--- src/rtl/core/prsd_pkg.sv ---
// ----------------------------------------------------------------------------
// prsd_pkg
// Shared types and constants of the subtitle span decoder: the command word
// passed from the byte parser to the span executor and the code byte fields.
// ----------------------------------------------------------------------------
package prsd_pkg;

    localparam int unsigned BYTE_W  = 8;
    localparam int unsigned COORD_W = 16;
    localparam int unsigned LEN_W   = 14;
    localparam int unsigned CFG_W   = 16;
    localparam int unsigned ADDR_W  = 8;

    // output word layout, lowest field first
    localparam int unsigned M_TDATA_W = 56;

    // configuration register indexes
    localparam logic [ADDR_W-1:0] REG_IMAGE_WIDTH  = 8'd0;
    localparam logic [ADDR_W-1:0] REG_IMAGE_HEIGHT = 8'd1;

    // flag byte: top two bits select the kind of run
    localparam logic [1:0] RUN_SHORT_CLEAR = 2'b00;
    localparam logic [1:0] RUN_LONG_CLEAR  = 2'b01;
    localparam logic [1:0] RUN_SHORT_COLOR = 2'b10;
    localparam logic [1:0] RUN_LONG_COLOR  = 2'b11;

    localparam logic [BYTE_W-1:0] BYTE_ESCAPE = 8'h00;

    typedef enum logic [1:0] {
        CMD_NOP,
        CMD_RUN,
        CMD_EOL
    } cmd_kind_t;

    // one command from the parser to the executor
    typedef struct packed {
        cmd_kind_t           kind;
        logic [LEN_W-1:0]    run_len;
        logic [BYTE_W-1:0]   color;
        logic [COORD_W-1:0]  row;
        logic                done;
        logic                eod;
    } cmd_t;

endpackage

--- src/rtl/core/prsd_front.sv ---
// ----------------------------------------------------------------------------
// prsd_front
// Byte parser: tracks the code phase, pending run length, row and finished
// flag, and turns each accepted byte into a run, end-of-line or no-op command.
// ----------------------------------------------------------------------------
module prsd_front (
    input  logic                          aclk,
    input  logic                          aresetn,
    input  logic                          byte_accept,
    input  logic [prsd_pkg::BYTE_W-1:0]   rle_byte,
    input  logic                          end_of_data,
    input  logic [prsd_pkg::CFG_W-1:0]    image_height,
    output logic                          cmd_push,
    output prsd_pkg::cmd_t                cmd
);
    import prsd_pkg::*;

    typedef enum logic [1:0] {
        PH_IDLE,
        PH_FLAGS,
        PH_LOWLEN,
        PH_COLOR
    } phase_t;

    phase_t             phase_reg, phase_next;
    logic               has_color_reg, has_color_next;
    logic [LEN_W-1:0]   pend_reg, pend_next;
    logic [COORD_W-1:0] row_reg, row_next;
    logic               finished_reg, finished_next;

    logic               ignore;
    logic [COORD_W-1:0] row_inc;
    logic [LEN_W-1:0]   short_len;
    logic [LEN_W-1:0]   high_len;
    logic [LEN_W-1:0]   merged_len;

    assign ignore     = finished_reg || (row_reg >= image_height);
    assign row_inc    = row_reg + 16'd1;
    assign short_len  = {{(LEN_W-6){1'b0}}, rle_byte[5:0]};
    assign high_len   = {rle_byte[5:0], 8'h00};
    assign merged_len = pend_reg | {{(LEN_W-BYTE_W){1'b0}}, rle_byte};

    // byte classification and next parser state
    always_comb begin
        phase_next     = phase_reg;
        has_color_next = has_color_reg;
        pend_next      = pend_reg;
        row_next       = row_reg;
        finished_next  = finished_reg;
        cmd.kind       = CMD_NOP;
        cmd.run_len    = '0;
        cmd.color      = '0;
        cmd.row        = row_reg;
        cmd.done       = 1'b0;
        cmd.eod        = end_of_data;

        if (!ignore) begin
            case (phase_reg)
                PH_IDLE: begin
                    if (rle_byte != BYTE_ESCAPE) begin
                        cmd.kind    = CMD_RUN;
                        cmd.run_len = {{(LEN_W-1){1'b0}}, 1'b1};
                        cmd.color   = rle_byte;
                    end else begin
                        phase_next = PH_FLAGS;
                    end
                end
                PH_FLAGS: begin
                    phase_next = PH_IDLE;
                    if (rle_byte == BYTE_ESCAPE) begin
                        cmd.kind      = CMD_EOL;
                        cmd.done      = (row_inc >= image_height);
                        row_next      = row_inc;
                        finished_next = (row_inc >= image_height);
                    end else begin
                        case (rle_byte[7:6])
                            RUN_SHORT_CLEAR: begin
                                cmd.kind    = CMD_RUN;
                                cmd.run_len = short_len;
                            end
                            RUN_LONG_CLEAR: begin
                                pend_next      = high_len;
                                has_color_next = 1'b0;
                                phase_next     = PH_LOWLEN;
                            end
                            RUN_SHORT_COLOR: begin
                                pend_next      = short_len;
                                has_color_next = 1'b1;
                                phase_next     = PH_COLOR;
                            end
                            default: begin
                                pend_next      = high_len;
                                has_color_next = 1'b1;
                                phase_next     = PH_LOWLEN;
                            end
                        endcase
                    end
                end
                PH_LOWLEN: begin
                    pend_next = merged_len;
                    if (has_color_reg) begin
                        phase_next = PH_COLOR;
                    end else begin
                        phase_next  = PH_IDLE;
                        cmd.kind    = CMD_RUN;
                        cmd.run_len = merged_len;
                    end
                end
                default: begin
                    phase_next  = PH_IDLE;
                    cmd.kind    = CMD_RUN;
                    cmd.run_len = pend_reg;
                    cmd.color   = rle_byte;
                end
            endcase
        end
    end

    // every word that does something, or ends the object, goes to the queue
    assign cmd_push = byte_accept && ((cmd.kind != CMD_NOP) || end_of_data);

    // parser state
    always_ff @(posedge aclk) begin
        if (!aresetn) begin
            phase_reg     <= PH_IDLE;
            has_color_reg <= 1'b0;
            pend_reg      <= '0;
            row_reg       <= '0;
            finished_reg  <= 1'b0;
        end else if (byte_accept) begin
            if (end_of_data) begin
                phase_reg     <= PH_IDLE;
                has_color_reg <= 1'b0;
                pend_reg      <= '0;
                row_reg       <= '0;
                finished_reg  <= 1'b0;
            end else begin
                phase_reg     <= phase_next;
                has_color_reg <= has_color_next;
                pend_reg      <= pend_next;
                row_reg       <= row_next;
                finished_reg  <= finished_next;
            end
        end
    end

endmodule

--- src/rtl/core/prsd_cmd_fifo.sv ---
// ----------------------------------------------------------------------------
// prsd_cmd_fifo
// Two-entry command queue between the parser and the span executor.
// ----------------------------------------------------------------------------
module prsd_cmd_fifo (
    input  logic           aclk,
    input  logic           aresetn,
    input  logic           push,
    input  prsd_pkg::cmd_t push_cmd,
    input  logic           pop,
    output logic           full,
    output logic           not_empty,
    output prsd_pkg::cmd_t head_cmd
);
    import prsd_pkg::*;

    cmd_t       slot_reg [2];
    logic       wr_ptr_reg, wr_ptr_next;
    logic       rd_ptr_reg, rd_ptr_next;
    logic [1:0] count_reg, count_next;

    assign full      = (count_reg == 2'd2);
    assign not_empty = (count_reg != 2'd0);
    assign head_cmd  = slot_reg[rd_ptr_reg];

    // pointer and fill bookkeeping
    always_comb begin
        wr_ptr_next = push ? ~wr_ptr_reg : wr_ptr_reg;
        rd_ptr_next = pop ? ~rd_ptr_reg : rd_ptr_reg;
        count_next  = count_reg;
        if (push && !pop) begin
            count_next = count_reg + 2'd1;
        end else if (pop && !push) begin
            count_next = count_reg - 2'd1;
        end
    end

    always_ff @(posedge aclk) begin
        if (!aresetn) begin
            wr_ptr_reg <= 1'b0;
            rd_ptr_reg <= 1'b0;
            count_reg  <= 2'd0;
        end else begin
            wr_ptr_reg <= wr_ptr_next;
            rd_ptr_reg <= rd_ptr_next;
            count_reg  <= count_next;
        end
    end

    // slot storage
    always_ff @(posedge aclk) begin
        if (push) begin
            slot_reg[wr_ptr_reg] <= push_cmd;
        end
    end

endmodule

--- src/rtl/core/prsd_back.sv ---
// ----------------------------------------------------------------------------
// prsd_back
// Span executor: keeps the column, clips each run to the image width and
// drives the registered result word.
// ----------------------------------------------------------------------------
module prsd_back (
    input  logic                           aclk,
    input  logic                           aresetn,
    input  logic [prsd_pkg::CFG_W-1:0]     image_width,
    input  logic                           cmd_valid,
    input  prsd_pkg::cmd_t                 cmd,
    output logic                           cmd_pop,
    output logic                           m_tvalid,
    input  logic                           m_tready,
    output logic [prsd_pkg::M_TDATA_W-1:0] m_tdata,
    output logic                           m_tlast,
    output logic                           m_tuser
);
    import prsd_pkg::*;

    logic [COORD_W-1:0] column_reg, column_next;
    logic               out_valid_reg, out_valid_next;
    logic [BYTE_W-1:0]  color_reg, color_next;
    logic [COORD_W-1:0] start_reg, start_next;
    logic [COORD_W-1:0] row_reg, row_next;
    logic [LEN_W-1:0]   len_reg, len_next;
    logic               last_reg, last_next;
    logic               done_reg, done_next;

    logic [COORD_W-1:0] room;
    logic [LEN_W-1:0]   span_n;
    logic               emit;

    assign cmd_pop = cmd_valid && (!out_valid_reg || m_tready);

    // pixels left on the line and the clipped run length
    assign room   = (column_reg < image_width) ? (image_width - column_reg) : '0;
    assign span_n = ({2'b00, cmd.run_len} < room) ? cmd.run_len : room[LEN_W-1:0];

    always_comb begin
        emit        = 1'b0;
        column_next = column_reg;
        color_next  = color_reg;
        start_next  = start_reg;
        row_next    = row_reg;
        len_next    = len_reg;
        last_next   = last_reg;
        done_next   = done_reg;
        if (cmd_pop) begin
            case (cmd.kind)
                CMD_RUN: begin
                    if (span_n != '0) begin
                        emit        = 1'b1;
                        color_next  = cmd.color;
                        start_next  = column_reg;
                        row_next    = cmd.row;
                        len_next    = span_n;
                        last_next   = 1'b0;
                        done_next   = 1'b0;
                        column_next = column_reg + {2'b00, span_n};
                    end
                end
                CMD_EOL: begin
                    emit        = 1'b1;
                    color_next  = '0;
                    start_next  = '0;
                    row_next    = cmd.row;
                    len_next    = '0;
                    last_next   = 1'b1;
                    done_next   = cmd.done;
                    column_next = '0;
                end
                default: begin
                    emit = 1'b0;
                end
            endcase
            if (cmd.eod) begin
                column_next = '0;
            end
        end
        if (emit) begin
            out_valid_next = 1'b1;
        end else if (m_tready) begin
            out_valid_next = 1'b0;
        end else begin
            out_valid_next = out_valid_reg;
        end
    end

    // column and output valid
    always_ff @(posedge aclk) begin
        if (!aresetn) begin
            column_reg    <= '0;
            out_valid_reg <= 1'b0;
        end else begin
            column_reg    <= column_next;
            out_valid_reg <= out_valid_next;
        end
    end

    // result payload
    always_ff @(posedge aclk) begin
        color_reg <= color_next;
        start_reg <= start_next;
        row_reg   <= row_next;
        len_reg   <= len_next;
        last_reg  <= last_next;
        done_reg  <= done_next;
    end

    assign m_tvalid = out_valid_reg;
    assign m_tdata  = {2'b00, len_reg, row_reg, start_reg, color_reg};
    assign m_tlast  = last_reg;
    assign m_tuser  = done_reg;

endmodule

--- src/rtl/core/pgs_rle_span_decoder.sv ---
// ----------------------------------------------------------------------------
// pgs_rle_span_decoder
// Decodes a run-length coded subtitle bitmap, one byte per word, into spans
// and end-of-line marks, clipped to the configured image size.
// ----------------------------------------------------------------------------
// An accepted byte's command goes into the two-entry command queue; the
// executor registers its result word. Throughput: 1 byte per cycle while
// the queue has room; the executor drains one command a cycle unless stalled.
// Reset: synchronous on aresetn low; parser, column, queue and output valid
// clear, both size registers return to 0. No clearing pass.
// ----------------------------------------------------------------------------
module pgs_rle_span_decoder (
    input  logic                           aclk,
    input  logic                           aresetn,
    // configuration write port
    input  logic                           cfg_wr_en,
    input  logic [prsd_pkg::ADDR_W-1:0]    cfg_addr,
    input  logic [prsd_pkg::CFG_W-1:0]     cfg_wdata,
    // coded byte input
    input  logic                           s_tvalid,
    output logic                           s_tready,
    input  logic [7:0]                     s_tdata,   // [7:0] rle_byte
    input  logic                           s_tlast,   // end_of_data
    // span output
    output logic                           m_tvalid,
    input  logic                           m_tready,
    // [7:0] color_index, [23:8] start_column, [39:24] row_number,
    // [53:40] span_length, [55:54] zero
    output logic [prsd_pkg::M_TDATA_W-1:0] m_tdata,
    output logic                           m_tlast,   // line_end
    output logic                           m_tuser    // image_done
);
    import prsd_pkg::*;

    logic [CFG_W-1:0] width_reg;
    logic [CFG_W-1:0] height_reg;

    logic byte_accept;
    logic cmd_push;
    logic cmd_pop;
    logic fifo_full;
    logic fifo_not_empty;
    cmd_t front_cmd;
    cmd_t head_cmd;

    // size registers
    always_ff @(posedge aclk) begin
        if (!aresetn) begin
            width_reg  <= '0;
            height_reg <= '0;
        end else if (cfg_wr_en) begin
            if (cfg_addr == REG_IMAGE_WIDTH) begin
                width_reg <= cfg_wdata;
            end else if (cfg_addr == REG_IMAGE_HEIGHT) begin
                height_reg <= cfg_wdata;
            end
        end
    end

    assign s_tready    = !fifo_full;
    assign byte_accept = s_tvalid && s_tready;

    // byte parser
    prsd_front u_front (
        .aclk         (aclk),
        .aresetn      (aresetn),
        .byte_accept  (byte_accept),
        .rle_byte     (s_tdata),
        .end_of_data  (s_tlast),
        .image_height (height_reg),
        .cmd_push     (cmd_push),
        .cmd          (front_cmd)
    );

    // command queue
    prsd_cmd_fifo u_fifo (
        .aclk      (aclk),
        .aresetn   (aresetn),
        .push      (cmd_push),
        .push_cmd  (front_cmd),
        .pop       (cmd_pop),
        .full      (fifo_full),
        .not_empty (fifo_not_empty),
        .head_cmd  (head_cmd)
    );

    // span executor
    prsd_back u_back (
        .aclk        (aclk),
        .aresetn     (aresetn),
        .image_width (width_reg),
        .cmd_valid   (fifo_not_empty),
        .cmd         (head_cmd),
        .cmd_pop     (cmd_pop),
        .m_tvalid    (m_tvalid),
        .m_tready    (m_tready),
        .m_tdata     (m_tdata),
        .m_tlast     (m_tlast),
        .m_tuser     (m_tuser)
    );

endmodule

--- config.mk ---
export PLATFORM = sky130hd
export DESIGN_NAME = pgs_rle_span_decoder
export DESIGN_NICKNAME = d
export VERILOG_FILES = /design/src/rtl/core/prsd_pkg.sv /design/src/rtl/core/prsd_front.sv /design/src/rtl/core/prsd_cmd_fifo.sv /design/src/rtl/core/prsd_back.sv /design/src/rtl/core/pgs_rle_span_decoder.sv
export SDC_FILE = /design/constraint.sdc
export NUM_CORES = 1
export LEC_CHECK = 0
export BUFFER_PORTS_ARGS = -buffer_cell sky130_fd_sc_hd__buf_4
export CAP_MARGIN = 25
export CORE_MARGIN = 1.5
export CORE_UTILIZATION = 44
export DETAILED_ROUTE_END_ITERATION = 8
export GPL_TIMING_DRIVEN = 0
export PLACE_DENSITY_LB_ADDON = 0.12
export SLEW_MARGIN = 20
export SYNTH_ARGS = -nofsm -noshare
export SYNTH_HDL_FRONTEND = slang
export SYNTH_HIERARCHICAL = 1
export SYNTH_SLANG_ARGS = --single-unit
--- constraint.sdc ---
create_clock -name aclk -period 7.1 [get_ports aclk]
set_input_delay 0.71 -clock aclk [delete_from_list [all_inputs] [get_ports aclk]]
set_output_delay 0.71 -clock aclk [all_outputs]
set_load 0.02 [all_outputs]
# Word level (Yosys, flattened, before mapping)
# Memories as Yosys holds them, arrays and structs flattened. A register that Yosys moved wholly into a read port is not among the register bits.
# Index checks and enable logic that the tools add are counted.
# word_totals
register_bits	143
ram_bits	84
in_bits	38
output_inout_bits	60
wordCells	147
n_memories	1
# op_classes
add_sub_neg	5
magnitude_cmp	4
eq_ne	16
muxes	63
n_bitwise	4
reduce_logical	36
# mem_list
memory	depth	word_bits	rd	rd_ports_with_merged_regs	wr	line	source
u_fifo.slot_reg	2	42	1	1	1	prsd_cmd_fifo.sv:17	cmd_t slot_reg [2];
# op_table
op	n
$mux 16	9
$pmux 16 s2	3
$mux 14	6
$pmux 14 s2	3
$pmux 16 s3	1
$ge 16x16->1	2
$pmux 8 s2	2
$mux 15	2
$mux 24	1
$mux 23	1
$mux 1	20
$add 16x1->16 const B	1
$add 16x14->16	1
$logic_not 8->1	2
$lt 14x16->1	1
$lt 16x16->1	1
$mux 2	8
$sub 16x16->16	1
$or 14x8->14	1
$reduce_bool 14->1	1
$reduce_bool 2->1	7
$reduce_and 3->1	4
$reduce_and 5->1	2
$ne 3x3->1 const B	3
22 further kinds	45

# Longest topological paths before layout
# Gate-level depths: netlist of the first run.
# logic_depth
word_depth	12
ltp_mapped	34
depth_no_buf	33

# By module
# The synthesis of the first run kept the hierarchy.
# by_module_without_submodules
mod	instances	cells_per_inst	area_each_um2	seq_area_each_um2
prsd_back	1	466	4793.3	2021.9
prsd_cmd_fifo	1	153	3251.9	2622.5
prsd_front	1	368	2915.3	680.7
pgs_rle_span_decoder	1	127	1256.2	640.6

# Worst setup path before layout of the first run
# No wires, ideal clock.
# synth_path
path_type	register to register
start	register u_back.column_reg[0]
end	register u_back.color_reg[0], enable pin
setup_time_ps	470
t_arrival_ps	6435
required_ps	6630
slack_ps	195
stages_incl_launch_ff	22
path_buffers	1
period_less_slack_ps	6905
path_cell_list	dfxtp_1 ha_1 inv_1 fa_1 a21o_1 a221oi_2 o21ai_2 a21o_1 o41a_1 clkbuf_1 and2_1 inv_1 ha_1 a21oi_1 nor2b_1 o21ai_0 a21oi_1 nor4_1 nand3_1 a221oi_2 nand2_1 nor2_1
# synth_via
elab_chain_cells	7
elab_cells_between_ends	8
cone_classes	add/sub (1); order compare (2); eq/ne (1); mux (2); reduce/logical (2)
# synth_rtl
element	line	source
from (decl)	prsd_back.sv:21	logic [COORD_W-1:0] column_reg, column_next;
from (signal assigned)	prsd_back.sv:96	column_reg <= column_next;
$sub 16x16->16 or $lt 16x16->1 (tied branches)	prsd_back.sv:37	assign room = (column_reg < image_width) ? (image_width - column_reg) : '0;
$mux 16 (*)	prsd_back.sv:37	
$lt 14x16->1	prsd_back.sv:38	assign span_n = ({2'b00, cmd.run_len} < room) ? cmd.run_len : room[LEN_W-1:0];
$mux 14 (*)	prsd_back.sv:38	
$reduce_bool 14->1 (*)	prsd_back.sv:52	if (span_n != '0) begin
$ne 2x1->1 (no line) (*)	n/a	
$reduce_and 3->1 (no line) (*)	n/a	
to (signal assigned)	prsd_back.sv:103	color_reg <= color_next;
to (decl)	prsd_back.sv:23	logic [BYTE_W-1:0] color_reg, color_next;
# Every way passes the cells marked *; elsewhere a longest branch is shown, timed or not.
# A chain may end at the register's enable or synchronous reset.

# Worst setup path in the final report of the first run
# layout_path
start	register width_reg[0]
end	register u_back.column_reg[15]
# layout_via
elab_chain_cells	8
elab_cells_between_ends	12
cone_classes	add/sub (2); order compare (2); eq/ne (1); mux (5); reduce/logical (2)
# layout_rtl
element	line	source
from (decl)	pgs_rle_span_decoder.sv:35	logic [CFG_W-1:0] width_reg;
from (signal assigned)	pgs_rle_span_decoder.sv:53	width_reg <= cfg_wdata;
$sub 16x16->16 or $lt 16x16->1 (tied branches)	prsd_back.sv:37	
$mux 16 (*)	prsd_back.sv:37	
$lt 14x16->1	prsd_back.sv:38	
$mux 14 (*)	prsd_back.sv:38	
via u_back.span_n[1]	prsd_back.sv:31	logic [LEN_W-1:0] span_n;
$add 16x14->16	prsd_back.sv:60	column_next = column_reg + {2'b00, span_n};
$mux 16	prsd_back.sv:52	
$pmux 16 s2	prsd_back.sv:50	case (cmd.kind)
$mux 16	prsd_back.sv:77	if (cmd.eod) begin
# The timed path passes the listed nets; every way through them passes the cells marked *. The select of a mux whose other input is x is not followed.

==> results list, run 1 <==
* Via total after detailed routing: 8860
- 1st-iter DRT viols: a little over 600
- In this run the tightest slew margin relative to its limit is 40.8%.
* Setup Viol. Count Final: 0
- WP data arrival: 7180 ps
- Fraction of final layout cells with drive strength greater than 1: between 20% and 30%
- Max-cap violations in this run came to 0.
- Global-route wire length before repair: around 47000 microns
- Input/output buffers: 93
* Initial core utilization: 45.1%
- After detailed routing, the average wire length per cell comes to 18.4 microns.
- The tree built by TritonCTS fans out to 228 sinks.
* Warnings from Yosys: 6
* Total negative setup slack: 0 ps
- Number of flip-flops under the largest register name: 84
- Among all stages on the critical path, the largest delay is contributed by fa_2.
- For the worst-skew pair, the clock arrives at the later sink with an insertion delay of about 540 ps.
- The largest total area in the synthesized netlist belongs to edfxtp_1.
* Pwr/cell area: 293 nW/um^2
* VDD IR-drop max: 237 uV
* Outcome: finished, final reports clean
- Sorting the synthesized cells by area gives the leading types as edfxtp_1, dfxtp_1, ha_1.
* Drt pass-1 iters: 5
* Maximum number of pins on one net before global-route repair: 24
- CTS built an H-tree with a depth of 1.
- In this run the worst path has a maximum fanout of 6.
- TritonCTS clock tree: built
- The detail route stage leaves a number of antenna-violating nets equal to 0.
- Highest attainable clock frequency: 0.148 GHz
- Worst-Margin Slew: 884 ps
- Min Clock Period, post-route: 6760 ps
* Global route total overflow: 0
* Post-synthesis sequential element count: 228
* Diode count: 0
* Combined area of all synthesized cells: around 12000 sq um
- Type of origin of the critical path: register
- Data required time at the worst endpoint: 7520 ps
* Count of mapped cells out of synthesis: 1114
- Post-synth EDFFs: 140
* Most prevalent standard cell on the critical path: a21o_1
- Once detailed placement completed, the half-perimeter wirelength came to 22300 microns.
- Clock-pin slew was measured on the worst setup and hold paths at approximately 70 ps.
* Share of the cycle needed by the critical path after routing: a little over nine tenths
* Setup skew after layout: 19.6 ps
* Library cells used by synthesis: 82
* Total I/O pin count: 98
- Maximum count of clock buffers along a single path: 3
- Buffer cell driving the clock tree root: clkbuf_16
- Global Route Usage Sum: approximately a fifth
- After detailed routing, the number of remaining DRC violations is 0.
* Synth Area per Inst: 11.0 sq um
- The critical path is of the reg2reg type.
- Number of global-route vias before repair: ~8500
- Clock buffers created by TritonCTS: 26
* Max-slew violations: 0
- Die footprint: 28800 sq um
* Total number of placement rows: 60
* Detailed Route WL: 30100 microns
- The synthesized design devotes to its leading area cell type 34.4% of total area.
- For this run, the leading register cell type out of synthesis is edfxtp_1.
* Number of nets in the layout: 1365
* Number of antenna violations at the first check in global routing: 0
- Measured along the x axis, the die boundary spans approximately 170 microns.
- Async set-or-reset flop fraction in the synthesized netlist: 0%
- Cell with the most instances after synthesis: edfxtp_1
- The die is 170 microns tall.
* Worst hold path type: reg2reg
- Via-to-Cell Ratio: 5.42
* Global placer's final weighted congestion: 0.880
- The total area inside the core boundary comes to between 20000 and 30000 sq um.
- Area overhead of the layout relative to synthesis: 19.2%
- The count of endpoints failing hold in the final timing report was 0.
- In this design, the stage delay of the slowest critical-path cell is ~380 ps.
- Post-synthesis sequential area ratio: about half
- Power comes to about 0.0043 W.
- The layout has 2418 filler cells.
- Static Leak: 5.80 nW
- Synth cell count leaders: edfxtp_1, nand2_1, dfxtp_1, ha_1, inv_1
- STA classifies the critical path endpoint as a register.
==> power by group <==
| part | internal (W) | switching, W | total (W) |
|---|---|---|---|
| clock network | 0.000890 | 0.000559 | 0.00145 |
| logic | 0.000513 | 0.000694 | 0.00121 |
| registers | 0.00157 | 0.0000353 | 0.00160 |
| total | 0.00297 | 0.00129 | 0.00426 |
==> final cells by class <==
| type | count | area (sq um) | area share, % |
|---|---|---|---|
| Clock buffer | 30 | 697 | 4.79 |
| Sequential cell | 228 | 5970 | 41.0 |
| Tap cell | 372 | 465 | 3.20 |
| Buffer | 44 | 265 | 1.82 |
| Inverter | 67 | 251 | 1.73 |
| Timing Repair Buffer | 102 | 866 | 5.95 |
| Clock inverter | 18 | 235 | 1.62 |
| Multi-Input combinational cell | 774 | 5810 | 39.9 |
==> cells in the final DEF (no fill, tap or decap), types with 25 or more instances in the layout <==
master and n:
a21oi_1 48, buf_4 105, clkbuf_16 27, dfxtp_1 87, edfxtp_1 140, ha_1 82, inv_1 66, mux2_2 54
mux2i_1 36, nand2_1 104, nor2_1 59, nor2b_1 34, xnor2_1 25
==> final timing paths <==
check / from / endpoint / slack (ps) / cells after the start
setup / recovery: width_reg[0]$_SDFFE_PN0P_ / u_back/column_reg[15]$_SDFFE_PN0P_ / 340 / 34
hold / removal: u_front/finished_reg$_SDFFE_PN0P_ / u_front/finished_reg$_SDFFE_PN0P_ / 460 / 2
setup reg to reg: width_reg[0]$_SDFFE_PN0P_ / u_back/column_reg[15]$_SDFFE_PN0P_ / 340 / 34
hold reg to reg: u_front/finished_reg$_SDFFE_PN0P_ / u_front/finished_reg$_SDFFE_PN0P_ / 460 / 2
==> per-stage QoR <==
| stage | instances | instance area (sq um) | hold WS, ps | setup WS [ps] | utilization (%) |
|---|---|---|---|---|---|
| final | 1635 | 14600 | 455 | 338 | 53.7 |
| after global routing | 1635 | 14600 | 476 | -8.24 | 53.7 |
| after CTS | 1633 | 14500 | 454 | 13.1 | 53.5 |
| after detailed placement | 1585 | 13500 | 445 | -309 | 50.0 |
| after global placement | 1580 | 13400 | 444 | -2220 | 49.4 |
| after floorplan | 1115 | 12200 | 430 | 195 | - |
==> logic make-up after synthesis <==
kind of cell    share of synthesized area, %
compound gates                          12.6
xor+xnor                                3.08
fa+ha+maj                               8.73
buf+inv                                 4.24
flops                                   48.8
mux                                     7.93
other cells                           0.0307
simple gates                            14.6
==> per-layer routing <==
layer | vias to the layer above | GRT usage (%) | share of wire [%]
met3 | 39 | 2.29 | 4.0
met5 | - | 0 | 0
met1 | 4255 | 30.4 | 49
met4 | 0 | 5.16 | 2.2
met2 | 199 | 33.2 | 45
li1 | 4367 | - | -
==> worst max-delay path: cells and delay by family, from the launching register on <==
family	cells	cell delay, ps
AOI/OAI and AO/OA	14	3330
and+or+nand+nor	10	1190
DFF	1	310
adders and majority gates	4	1120
buffers and inverters	5	480
xor gates and xnor gates	1	210
==> what timing repair did <==
item,CTS,global route
endpoints found under the hold margin,0,0
buffers inserted,1,3
resized for setup,2,12
setup endpoints to repair,3,5
pin swaps,0,3
hold buffers,0,0
No activity file was read; power rests on OpenSTA's default activity.
==> inputs of run 2 (changes only) <==
Settings changed: CELL_PAD_IN_SITES_DETAIL_PLACEMENT set to 0, CELL_PAD_IN_SITES_GLOBAL_PLACEMENT set to 2, CORE_UTILIZATION 44 to 36, MAX_ROUTING_LAYER set to met4.
==> run 2 against run 1 <==
- via count decreased by 0.82%
- power decreased by 2.9%
- sequential cell count unchanged
- clock skew decreased by 9.1 ps
- non-clock buffer count increased by 1
- routed wire length increased by 7.9%
- clock power decreased by 9.7%
- die area increased by 22%
- sequential power about the same
- critical endpoint is now u_back/column_reg[14]$_SDFFE_PN0P_
- largest power group unchanged
==> results list, run 2 (synthesis results as in run 1) <==
- The flow ran to the end, and the final reports show no timing, DRC or antenna violations.
* Buffer cell driving the clock tree root: clkbuf_16
* Number of nets in the layout: 1366 (+0.073%)
* Post-route total power: 0.00414 W (-2.9%)
- The post-detailed-route DRC marker count came to 0 (unchanged).
- The endpoint identified for the worst register-to-register timing path is u_back/column_reg[14]$_SDFFE_PN0P_.
* Most common cell after layout, fill and taps aside: edfxtp_1
- The via count of the first global-routing pass is 8669 (+2.3%).
- Master of the slowest instance on the critical path: nor4_4
- Global placer's final weighted congestion: 0.857 (-2.6%)
* Input/output buffers: 93 (unchanged)
- The number of top-level pins was 98 (unchanged).
- The actual slew at the worst max-slew pin is 872 ps (-11.8 ps).
- TritonCTS Sinks: 228 (unchanged)
- The final core area utilization is 43.6% (-10 points).
- The starting density of the core was 36.5% (-8.6 points).
* Crit Path Class: reg2reg
- Global Route Usage Sum: 19.0% (-1.9 points)
- Maximum count of clock buffers along a single path: 3 (unchanged)
* Number of antenna violations at the first check in global routing: 0 (unchanged)
- The ratio of final minimum period to clock period came to 94.5% (-0.78 points).
- The per-cell via count in the routed design is 5.13 (-5.3%).
* Drt pass-1 iters: 6 (+1)
* Sequential standard cell area: 5970 sq um (about the same)
- Via total after detailed routing: 8787 (-0.82%)
* Static Leak: 5.76 nW (-0.73%)
* Area overhead of the layout relative to synthesis: 19.3%
- The areal power density over the cells came to 284 nW/um^2 (-3.0%).
* WP data arrival: 7120 ps (-60 ps)
- Half-perimeter wire length after placement: 24900 microns (+11%)
- In this design, the critical path's most frequently occurring cell is inv_1.
- Cell depth of the worst min-delay path: 2 (unchanged)
* Most used cells in the layout excluding fill and tap cells: edfxtp_1, buf_4, nand2_1
- Relative max-transition margin: 41.6% (+0.79 points)
* Worst hold endpoint: height_reg[2]$_SDFFE_PN0P_
* Maximum Capacitance Violations: 0 (unchanged)
* Worst Setup End Kind: register
* Count of antenna-violating nets left after detailed routing: 0 (unchanged)
* WL/cell: 19.0 microns (+3.1%)
* Total number of placement rows: 67 (+12%)
- The peak per-stage delay on the critical path was 420 ps (+40 ps).
- Number of flip-flops under the largest register name: 84 (unchanged)
- Hold_sp: height_reg[2]$_SDFFE_PN0P_
* Min Clock Period, post-route: 6710 ps (-55.5 ps)
- Area used by multi-input combinational logic: 5840 sq um (+0.56%)
* Global route total overflow: 0 (unchanged)
- The peak supply drop was 205 uV (-13%).
* Setup Viol. Count Final: 0 (unchanged)
- Detailed Route WL: 32500 microns (+7.9%)
* Data required time at the worst endpoint: 7520 ps (about the same)
- Clk pin slew, worst setup/hold paths: 60 ps (about the same)
- H-tree level count: 1 (unchanged)
* Die height: 187 microns (+10%)
* Worst hold path type: reg2reg
- TritonCTS built the clock tree.
* Highest attainable clock frequency: 0.149 GHz (+0.83%)
- The reg2reg setup slack was 390 ps (+60 ps).
- Number of buffers added to fix hold violations after cts: 0 (unchanged)
- The clock latency of the later-clocked register in the worst-skew pair was 530 ps (about the same).
- The antenna diode instance count was 0 (unchanged).
* Setup skew after layout: 10.5 ps (-9.09 ps)
* Die footprint: 35000 sq um (+22%)
- Width of the chip: 187 microns (+10%)
* Hold Fails Final Rpt: 0 (unchanged)
* Maximum number of pins on one net before global-route repair: 43 (+79%)
- The count of routing violations after the opening detailed-route iteration was 442 (-29%).
- Top fanout value on the critical path: 10 (+4)
* Clock buffers created by TritonCTS: 26 (unchanged)
* Type of origin of the critical path: register
- The number of max-slew violations in the final report came to 0 (unchanged).
- The number of cell instances on the worst register-to-register path is 33 (-2.9%).
- Global-route wire length before repair: 50300 microns (+7.5%)
- Core area: 33400 sq um (+23%)
- Worst reg2reg path startpoint: width_reg[0]$_SDFFE_PN0P_
- Fraction of final layout cells with drive strength greater than 1: 20.2% (-0.25 points)
- Count of fill cells added during filler insertion: 3187 (+32%)
## run 2: cell types whose count changed in the layout (fill, tap and decap cells not counted), sizes merged
| cell | delta |
|---|---|
| buf | +1 |
| inv | -3 |
| clkinv | -1 |
| clkbuf | +9 |
| bufinv | -3 |
| clkinvlp | -2 |
## run 2: timing repair
item                                    4_1_cts  5_1_grt
endpoints found under the setup margin        5        3
pin swaps                                     1        5
resized for setup                             7       14
buffers inserted                              1        5
## run 2: area by class of cell
type                       count  area share [%]
tap                          448            3.85
clock buffer                  39            5.07
timing repair buffer         103            5.80
inverter                      67            1.73
sequential                   228            40.9
clock inverter                 9           0.695
buffer                        44            1.85
multi-input combinational    774            40.1
## run 2: worst max-delay path, delay by kind of cell (launching register included)
kind	cells	cell delay, ps
compound gates	16	3000
simple gates	5	1030
fa+ha+maj	5	1370
buf+inv	6	660
flops	1	310
mux	1	240
## run 2: worst max path at each step
| stage | from | end | slack, ps | depth (start not counted) |
|---|---|---|---|---|
| global placement | u_back/column_reg[13]$_SDFFE_PN0P_ | u_back/m_tlast$_DFFE_PP_ | -2400 | 17 |
| finish | width_reg[0]$_SDFFE_PN0P_ | u_back/column_reg[14]$_SDFFE_PN0P_ | 390 | 33 |
| CTS | width_reg[0]$_SDFFE_PN0P_ | u_back/column_reg[15]$_SDFFE_PN0P_ | 20 | 34 |
| detailed placement | width_reg[0]$_SDFFE_PN0P_ | u_back/column_reg[15]$_SDFFE_PN0P_ | -550 | 33 |
| global route | width_reg[0]$_SDFFE_PN0P_ | u_back/column_reg[15]$_SDFFE_PN0P_ | -4 | 33 |
| floorplan | u_back/column_reg[0]$_SDFFE_PN0P_ | u_back/color_reg[0]$_SDFFCE_PP0P_ | 200 | 21 |
## run 2: layer usage
metal	track usage, %	wire length (microns)	up-vias
li1	-	-	4354
met1	25.3	15300	4216
met2	31.6	15500	179
met3	1.78	1170	38
met4	4.13	579	0
met5	-	0	-
## run 2: report_power, final
group / internal (W) / switching (W) / leakage (nW)
Combinational: 0.000518 / 0.000705 / 3.31
Clock: 0.000789 / 0.000520 / 0.409
Sequential: 0.00157 / 0.0000359 / 2.04
## run 2: metrics by stage
step | instances | worst slack [ps] | hold WS (ps) | cell area (sq um) | setup TNS, ps
floorplan | 1115 | 195 | 430 | 12200 | 0
global placement | 1656 | -2400 | 439 | 13500 | -135710
detailed placement | 1660 | -555 | 453 | 13600 | -1530
CTS | 1709 | 19.5 | 445 | 14500 | 0
global route | 1712 | -4.42 | 460 | 14600 | -4.42
finish | 1712 | 394 | 458 | 14600 | 0
